===== src/rtl/camp_pkg.sv =====
// Shared types, widths and helpers for the circular alpha mask premultiply unit.
// No dependencies.
package camp_pkg;

  // Configuration and geometry
  localparam logic [11:0] SIZE_RESET = 12'd256;
  localparam int          SIZE_W     = 13;            // clamped size, holds MAX_SIZE
  localparam logic [SIZE_W-1:0] MAX_SIZE = 13'd4096;
  localparam int          DELTA_W    = 14;            // doubled signed offset
  localparam int          DSQ_W      = 26;            // one squared offset
  localparam int          DIST_W     = 27;            // sum of two squares
  localparam int          BOUND_W    = 25;            // squared circle bounds

  // Square root: input is the rim distance (below 2^24) shifted by 16
  localparam int          RIM_D_W    = 24;
  localparam int          SQ_IN_W    = RIM_D_W + 16;
  localparam int          SQ_OUT_W   = SQ_IN_W / 2;
  localparam int          SQ_STEPS   = SQ_OUT_W;

  // Rim factor
  localparam int          RIM_N_W    = 11;
  localparam logic [RIM_N_W-1:0] RIM_SPAN = 11'd1536;  // 3 px * 2 * 256
  localparam logic [9:0]  RECIP3     = 10'd683;        // 2^11 / 3, rounded up

  // Region codes
  localparam logic [1:0]  REGION_OUT  = 2'd0;
  localparam logic [1:0]  REGION_RIM  = 2'd1;
  localparam logic [1:0]  REGION_IN   = 2'd2;

  typedef struct packed {
    logic [7:0] b;
    logic [7:0] g;
    logic [7:0] r;
    logic [7:0] a;
  } pix_t;

  typedef struct packed {
    pix_t       pix;
    logic [1:0] region;
  } ctx_t;

  // Exact floor(x / 255) for any product of two 8-bit values
  function automatic logic [7:0] div255(input logic [15:0] x);
    logic [16:0] t;
    t = 17'(x) + 17'(x[15:8]) + 17'd1;
    return t[15:8];
  endfunction

endpackage


===== src/rtl/circular_alpha_mask_premultiply_unit.sv =====
// Circular alpha mask with antialiased rim and alpha premultiply, fully pipelined.
// Depends on camp_pkg.
//
// Input words pass the offset, square, distance and classify stages, the one-bit-per-stage
// square root pipeline and the tail stages. Throughput: one word per cycle unless stalled.
// The whole pipeline advances together; it holds only while the output word is stalled.
// Reset (rst_n low, synchronous) clears all valid bits and sets image_size to 256.
module circular_alpha_mask_premultiply_unit (
  input  logic        clk,
  input  logic        rst_n,
  // configuration
  input  logic        cfg_we,
  input  logic [11:0] cfg_wdata,
  // input words
  input  logic        in_valid,
  output logic        in_stall,
  input  logic [11:0] in_pos_x,
  input  logic [11:0] in_pos_y,
  input  logic [7:0]  in_blue_in,
  input  logic [7:0]  in_green_in,
  input  logic [7:0]  in_red_in,
  input  logic [7:0]  in_alpha_in,
  // output words
  output logic        out_valid,
  input  logic        out_stall,
  output logic [7:0]  out_blue_out,
  output logic [7:0]  out_green_out,
  output logic [7:0]  out_red_out,
  output logic [7:0]  out_alpha_out,
  output logic [1:0]  out_region
);
  import camp_pkg::*;

  localparam int NSTG = SQ_STEPS + 9;

  logic                      adv;
  logic [NSTG-1:0]           vld_r;
  logic [11:0]               image_size_r;
  logic [SIZE_W-1:0]         size_c;
  logic signed [DELTA_W-1:0] inner_c;
  logic [BOUND_W-1:0]        outer_sq_r, inner_sq_r;

  // stage 1..3
  logic signed [DELTA_W-1:0] dx_r, dy_r, dx_nxt, dy_nxt;
  logic [DSQ_W-1:0]          dxx_r, dyy_r;
  logic [DIST_W-1:0]         dist_r;
  pix_t                      pix1_r, pix2_r, pix3_r;

  // stage 4 and square root steps
  logic [SQ_IN_W-1:0]        rem_r  [0:SQ_STEPS];
  logic [SQ_OUT_W-1:0]       root_r [0:SQ_STEPS];
  ctx_t                      ctx_r  [0:SQ_STEPS];
  logic [1:0]                region_nxt;

  // tail stages
  logic signed [SQ_OUT_W+1:0] num_c;
  logic [RIM_N_W-1:0]        n_r, n_nxt;
  ctx_t                      ctx25_r, ctx26_r;
  logic [18:0]               an_r;
  logic [19:0]               q3_c;
  logic [7:0]                alpha_r, alpha_nxt;
  logic [1:0]                region27_r, region28_r;
  pix_t                      pix27_r;
  logic [15:0]               pb_r, pg_r, pr_r;
  logic [7:0]                alpha28_r;

  // Advance the whole pipeline unless the output word is held
  assign adv      = !(vld_r[NSTG-1] && out_stall);
  assign in_stall = !adv;

  // Configuration register
  always_ff @(posedge clk) begin
    if (!rst_n) begin
      image_size_r <= SIZE_RESET;
    end else if (cfg_we) begin
      image_size_r <= cfg_wdata;
    end
  end

  // Clamp size and keep the squared circle bounds ready
  always_comb begin
    size_c  = ({1'b0, image_size_r} > MAX_SIZE) ? MAX_SIZE : {1'b0, image_size_r};
    inner_c = $signed({{(DELTA_W-SIZE_W){1'b0}}, size_c}) - 14'sd6;
  end

  always_ff @(posedge clk) begin
    outer_sq_r <= BOUND_W'(size_c * size_c);
    inner_sq_r <= BOUND_W'(inner_c * inner_c);
  end

  // Valid bits travel with the data
  always_ff @(posedge clk) begin
    if (!rst_n) begin
      vld_r <= '0;
    end else if (adv) begin
      vld_r <= {vld_r[NSTG-2:0], in_valid};
    end
  end

  // Stage 1: doubled offsets from the circle center
  always_comb begin
    dx_nxt = $signed({1'b0, in_pos_x, 1'b1}) - $signed({{(DELTA_W-SIZE_W){1'b0}}, size_c});
    dy_nxt = $signed({1'b0, in_pos_y, 1'b1}) - $signed({{(DELTA_W-SIZE_W){1'b0}}, size_c});
  end

  always_ff @(posedge clk) begin
    if (adv) begin
      dx_r   <= dx_nxt;
      dy_r   <= dy_nxt;
      pix1_r <= '{b: in_blue_in, g: in_green_in, r: in_red_in, a: in_alpha_in};
    end
  end

  // Stage 2: squares; stage 3: squared distance
  always_ff @(posedge clk) begin
    if (adv) begin
      dxx_r  <= DSQ_W'(dx_r * dx_r);
      dyy_r  <= DSQ_W'(dy_r * dy_r);
      pix2_r <= pix1_r;
      dist_r <= DIST_W'(dxx_r) + DIST_W'(dyy_r);
      pix3_r <= pix2_r;
    end
  end

  // Stage 4: classify and seed the square root
  always_comb begin
    if (dist_r >= DIST_W'(outer_sq_r)) begin
      region_nxt = REGION_OUT;
    end else if (dist_r >= DIST_W'(inner_sq_r)) begin
      region_nxt = REGION_RIM;
    end else begin
      region_nxt = REGION_IN;
    end
  end

  always_ff @(posedge clk) begin
    if (adv) begin
      rem_r[0]  <= {dist_r[RIM_D_W-1:0], 16'b0};
      root_r[0] <= '0;
      ctx_r[0]  <= '{pix: pix3_r, region: region_nxt};
    end
  end

  // Square root, one result bit per stage, most significant first
  for (genvar k = 0; k < SQ_STEPS; k++) begin : g_sqrt
    localparam int BIT = SQ_STEPS - 1 - k;
    logic [SQ_IN_W:0] trial_c;
    logic             take_c;

    always_comb begin
      trial_c = ((SQ_IN_W+1)'(root_r[k]) << (BIT + 1)) + ((SQ_IN_W+1)'(1) << (2 * BIT));
      take_c  = {1'b0, rem_r[k]} >= trial_c;
    end

    always_ff @(posedge clk) begin
      if (adv) begin
        if (take_c) begin
          rem_r[k+1]  <= rem_r[k] - trial_c[SQ_IN_W-1:0];
          root_r[k+1] <= root_r[k] | (SQ_OUT_W'(1) << BIT);
        end else begin
          rem_r[k+1]  <= rem_r[k];
          root_r[k+1] <= root_r[k];
        end
        ctx_r[k+1] <= ctx_r[k];
      end
    end
  end

  // Rim factor: size*256 minus distance, clamped to the rim span
  always_comb begin
    num_c = $signed({1'b0, size_c, 8'b0}) - $signed({2'b0, root_r[SQ_STEPS]});
    if (num_c < 0) begin
      n_nxt = '0;
    end else if (num_c > $signed({{(SQ_OUT_W+2-RIM_N_W){1'b0}}, RIM_SPAN})) begin
      n_nxt = RIM_SPAN;
    end else begin
      n_nxt = num_c[RIM_N_W-1:0];
    end
  end

  // Divide by 1536: shift by 512, then multiply by the reciprocal of 3
  assign q3_c = an_r[18:9] * RECIP3;

  always_comb begin
    case (ctx26_r.region)
      REGION_RIM: alpha_nxt = q3_c[18:11];
      REGION_IN:  alpha_nxt = ctx26_r.pix.a;
      default:    alpha_nxt = 8'd0;
    endcase
  end

  // Stages 25..29: rim alpha, premultiply, output word
  always_ff @(posedge clk) begin
    if (adv) begin
      n_r        <= n_nxt;
      ctx25_r    <= ctx_r[SQ_STEPS];
      an_r       <= 19'(ctx25_r.pix.a * n_r);
      ctx26_r    <= ctx25_r;
      alpha_r    <= alpha_nxt;
      region27_r <= ctx26_r.region;
      pix27_r    <= ctx26_r.pix;
      pb_r       <= pix27_r.b * alpha_r;
      pg_r       <= pix27_r.g * alpha_r;
      pr_r       <= pix27_r.r * alpha_r;
      alpha28_r  <= alpha_r;
      region28_r <= region27_r;
      out_blue_out  <= div255(pb_r);
      out_green_out <= div255(pg_r);
      out_red_out   <= div255(pr_r);
      out_alpha_out <= alpha28_r;
      out_region    <= region28_r;
    end
  end

  assign out_valid = vld_r[NSTG-1];

endmodule


===== config.mk =====
export PLATFORM = sky130hd
export DESIGN_NAME = circular_alpha_mask_premultiply_unit
export DESIGN_NICKNAME = d
export VERILOG_FILES = /design/src/rtl/camp_pkg.sv /design/src/rtl/circular_alpha_mask_premultiply_unit.sv
export SDC_FILE = /design/constraint.sdc
export NUM_CORES = 2
export LEC_CHECK = 0
export BUFFER_PORTS_ARGS = -buffer_cell sky130_fd_sc_hd__buf_2
export CORE_MARGIN = 10
export CORE_UTILIZATION = 51
export DETAILED_ROUTE_END_ITERATION = 7
export PLACE_DENSITY = 0.7
export REMOVE_ABC_BUFFERS = 1
export SLEW_MARGIN = 25
export SYNTH_ARGS = -nofsm -noshare
export SYNTH_HDL_FRONTEND = slang
export SYNTH_SLANG_ARGS = --single-unit

===== constraint.sdc =====
create_clock -name clk -period 89.1 [get_ports clk]
set_input_delay 8.91 -clock clk [delete_from_list [all_inputs] [get_ports clk]]
set_output_delay 8.91 -clock clk [all_outputs]
set_load 0.01 [all_outputs]

* Yosys cells after proc, flatten, opt, wreduce, memory -nomap -nowiden *
Memory sizes are Yosys's and may differ from the RTL's. A register that Yosys moved wholly into a read port is not among the register bits.
Index checks and enable logic that the tools add are counted.
W data, S select, Z words.

operators by class
  $add $sub $neg = 51
  $mul = 9
  div/mod/pow operators = 0
  $lt $le $gt $ge = 25
  eq/ne operators = 2
  shift operators = 0
  multiplexer cells = 166
  bitwise logic cells = 40
  reduce and logical (&&, ||, !) cells = 3

operators with widths
  operator                  number
  $mux W40                  20
  $mux W20                  20
  $mux W1                   121
  $sub A40 B40 Y40          2
  $ge A27 B25 Y1            2
  $mul A14 B14 Y26          2
  $add A16 B1 Y16 const B   3
  $add A16 B8 Y16           3
  $mul A8 B8 Y16            3
  $add A40 B39 Y41 const B  1
  $ge A40 B41 Y1            1
  $add A39 B37 Y40 const B  1
  $ge A40 B22 Y1            1
  $ge A40 B23 Y1            1
  $ge A40 B24 Y1            1
  $ge A40 B25 Y1            1
  $ge A40 B26 Y1            1
  $ge A40 B27 Y1            1
  $ge A40 B28 Y1            1
  $ge A40 B29 Y1            1
  $ge A40 B30 Y1            1
  $ge A40 B31 Y1            1
  $ge A40 B32 Y1            1
  $ge A40 B33 Y1            1
  64 further kinds          105

storage, ports and cells
  flip-flop bits (word level) = 484
  latch bits = 0
  memory bits (writable) = 1974
  memory bits (read-only) = 0
  input port bits = 73
  output and inout bits = 36
  word-level logic and storage cells = 343
  memories kept = 3

memories
  memory  words  bits a word  rd ports  clocked after Yosys merged registers in  write ports  RTL line                                    source
  rem_r   21     40           20        0                                        21           circular_alpha_mask_premultiply_unit.sv:50  logic [SQ_IN_W-1:0] rem_r [0:SQ_STEPS];
  ctx_r   21     34           21        1                                        21           circular_alpha_mask_premultiply_unit.sv:52  ctx_t ctx_r [0:SQ_STEPS];
  root_r  21     20           21        0                                        21           circular_alpha_mask_premultiply_unit.sv:51  logic [SQ_OUT_W-1:0] root_r [0:SQ_STEPS];

* Logic depth before layout (Yosys ltp) *
An unclocked memory read counts as a cell.

  word-level depth = 7
  mapped depth = 30
  depth with buffers taken out = 28

* Worst setup path after synthesis *
Ideal clock, no wire load.

  path kind = in2reg
  start point = in out_stall
  end point = reg alpha28_r[0] (enable)
  library setup time = 7.949 ns
  arrival time = 27.558 ns
  data required time = 81.151 ns
  slack = 53.593 ns
  stages = 1
  buffers on the path = 0
  path through = nand2_1

on the way
  cells in the longest elaborated chain, start to end = 1

ends and longest elaborated chain
  what                  RTL line                                     source
  start, declared       circular_alpha_mask_premultiply_unit.sv:25   input logic out_stall,
  $logic_and A1 B1 Y1   circular_alpha_mask_premultiply_unit.sv:68   assign adv = !(vld_r[NSTG-1] && out_stall);
  end signal, assigned  circular_alpha_mask_premultiply_unit.sv:205  alpha28_r <= alpha_r;
  end, declared         circular_alpha_mask_premultiply_unit.sv:65   logic [7:0] alpha28_r;

No other way between the ends.
A chain may end at the register's enable or synchronous reset.

* Worst setup path after layout *
  start point = in out_stall
  end point = out in_stall

on the way
  cells in the longest elaborated chain, start to end = 1

ends and longest elaborated chain
  what                 RTL line                                    source
  $logic_and A1 B1 Y1  circular_alpha_mask_premultiply_unit.sv:68
  end, declared        circular_alpha_mask_premultiply_unit.sv:16  output logic in_stall,

No other way between the ends.

==> summary.md <==
| Metric | Value |
|---|---|
| Status | finished, final reports clean |
| CTS tree | built |
| Post-synth EDFFs | 1854 |
| Mapped Area | 108900 sq um |
| Count of cell types in the netlist | 81 |
| Crit-path most repeated cell | buf_2 |
| Post-CTS Setup Bufs | 0 |
| Drt initial violations | 3770 |
| Synth-to-layout area growth | 9.899% |
| Rel. slew slack | 0.2717 |
| Post-route DRC | 0 |
| CP Launch Type | input port |
| Reg2reg start | image_size_r[9] |
| Minimum clock period | 18720 ps |
| Crit-path max cell delay | 380 ps |
| Kind of critical path | in -> out |
| CTS Buffer Depth | 3 |
| HP Class | reg -> reg |
| Clock Skew | 69.49 ps |
| First-pass DRT Iterations | 6 |
| IO buf count | 108 |
| Worst EP required | 80190 ps |
| Worst R2R Setup Slack | 80610 ps |
| Tcrit/Tclk final | 0.2101 |
| Worst setup EP type | output pin |
| Max Fclk | 53.41 MHz |
| Mean post-synth cell area | 12.99 sq um |
| Largest net degree at the start of global routing | 209 |
| RSZ-0062 raised after global routing | no |
| R2r endpoint | inner_sq_r[24] |
| Dpl hpwl | 140300 um |
| Clock sink count | 1942 |
| Final setup fails | 0 |
| Commonest non-fill, non-tap cell in the layout | edfxtp_1 |
| Max-Cap Viols | 0 |
| CTS root buffer | clkbuf_16 |
| Core box area | 212300 sq um |
| Initial Util | 0.5129 |
| Num CTS Buffers | 199 |
| Row count | 169 |
| Post-synthesis cell count | 8382 |
| Post-DRT Antenna Nets | 0 |
| Most frequent cells in the layout | edfxtp_1, inv_1, ha_1 |
| R2r worst-path depth | 25 |
| Cts hold-fix bufs | 0 |
| Async set-reset flop share out of synthesis | 0 |
| Setup TNS | 0 ps |
| Crit path to | in_stall |
| Final WL | 194200 um |
| Final Hold Violating Endpoints | 0 |
| Max Slew Vio Count | 0 |
| Share of cells above drive strength 1 | 0.06198 |
| Die area | 232400 sq um |
| Least-Margin Pin Slew | 1091 ps |
| Min-Delay Startpoint | ctx_r[2][25] |
| Vias in the first global route | 63900 |
| Nets@finish | 10240 |
| H-tree depth | 4 |
| Drt wl/cell | 16.75 um |
| Gr ovfl total | 0 |
| Die width | 482.1 um |
| Antenna Cells | 0 |
| I/O pin total | 109 |
| Reg clk slew, reported paths | 60 ps |
| Yosys reg bits | 1942 |
| Worst setup startpoint | out_stall |
| Synth Flop Type | edfxtp_1 |
| Final Wtd Congestion | 0.8625 |
| Slowest stage cell on the critical path | nand2_4 |
| CP max FO | 45 |
| Antenna violations before repair | 4 |
| Clock Latency Late Sink | 870 ps |
| Via density | 5.264 |
| First-pass GRT wire length | 321600 um |
| GRT Total Usage | 0.1688 |
| Die H | 482.1 um |
| DR vias | 61060 |
| CP arrival | 9810 ps |
| Number of gates resized after cts | 0 |
| YS warnings | 0 |
| Critical-path cell list | buf_2 -> nand2_4 -> inv_2 -> buf_2 |
| Sequential fraction of the synthesis area | 0.5275 |
## per-stage QoR
stage                     hold WS (ps)  setup slack, ps  instances    util  instance area, sq um
after detailed placement         404.5            70390      11240  0.5323                113000
after CTS                        367.4            70390      11600  0.5635                119600
after global routing             375.5            70310      11600  0.5637                119700
final                            373.3            70380      11600  0.5637                119700
after global placement           400.5            70410      11230  0.5321                113000
after floorplan                  400.3            47110       8254       -                108400
## cells by family (layout without fill, tap and decap cells)
family | Yosys count | in the layout | share of synthesized area
mux | 61 | 61 | 0.006239
compound gates | 1001 | 1001 | 0.05837
simple gates | 1934 | 1934 | 0.08666
xor+xnor | 558 | 558 | 0.04488
other cells | 2 | 5 | 0.00006897
flops | 1942 | 1942 | 0.5275
fa+ha+maj | 1550 | 1550 | 0.2302
buf+inv | 1334 | 1726 | 0.04614
## sequential cells by signal, summed over array words and instances (netlist names), 13 cells and up
name / flops
rem_r: 517
pr_r: 16
pix2_r: 32
dy_r: 13
pg_r: 16
dxx_r: 25
pix3_r: 32
pix1_r: 32
vld_r: 29
dx_r: 14
dist_r: 26
outer_sq_r: 23
dyy_r: 24
root_r: 210
ctx26_r: 34
ctx25_r: 34
ctx_r: 714
inner_sq_r: 24
pix27_r: 24
pb_r: 16
## synth_stat cells (all sizes together), types with 66 or more instances
cell | number | share of area
nand2 | 530 | 0.018
and2 | 275 | 0.016
o21ai | 232 | 0.011
clkbuf | 122 | 0.0042
nand2b | 87 | 0.0050
nor2 | 482 | 0.017
fa | 755 | 0.14
nor2b | 80 | 0.0046
a21oi | 295 | 0.014
nand3 | 68 | 0.0031
xor2 | 212 | 0.017
nor4 | 66 | 0.0038
nor3 | 147 | 0.0068
a21o | 126 | 0.0087
edfxtp | 1854 | 0.51
xnor2 | 346 | 0.028
ha | 795 | 0.091
dfxtp | 88 | 0.016
o21a | 96 | 0.0066
inv | 1193 | 0.041
## layer usage
layer,vias up,wire length [um],global-route usage
li1,29210,-,-
met1,30340,83020,0.2163
met2,1149,97190,0.2930
met3,360,8406,0.02802
met4,0,5618,0.05490
met5,-,0,0
## cell type report
type	instances	area (sq um)
fillers	17050	92630
inverters	1203	4516
clock inverters	108	1285
multi-input cells	5109	46530
repair buffers	161	1028
well taps	2821	3530
clock buffers	254	5343
flip-flops and latches	1942	57440
## worst max-delay path: cells and delay by family
family | cells | cell delay (ps)
buf+inv | 3 | 480
simple gates | 1 | 380
## how the worst min path moves through the flow
stage                         to  slack (ps)  cells past startpoint
finish              ctx_r[3][25]         370                      0
global route        ctx_r[3][25]         380                      0
CTS                 ctx_r[3][25]         370                      0
detailed placement    ctx25_r[2]         400                      0
global placement     ctx25_r[26]         400                      0
floorplan             ctx25_r[0]         400                      0
Power is left out: the tool's default activity adds up to more than one toggle a clock period on the data nets, which glitch-free logic cannot reach.
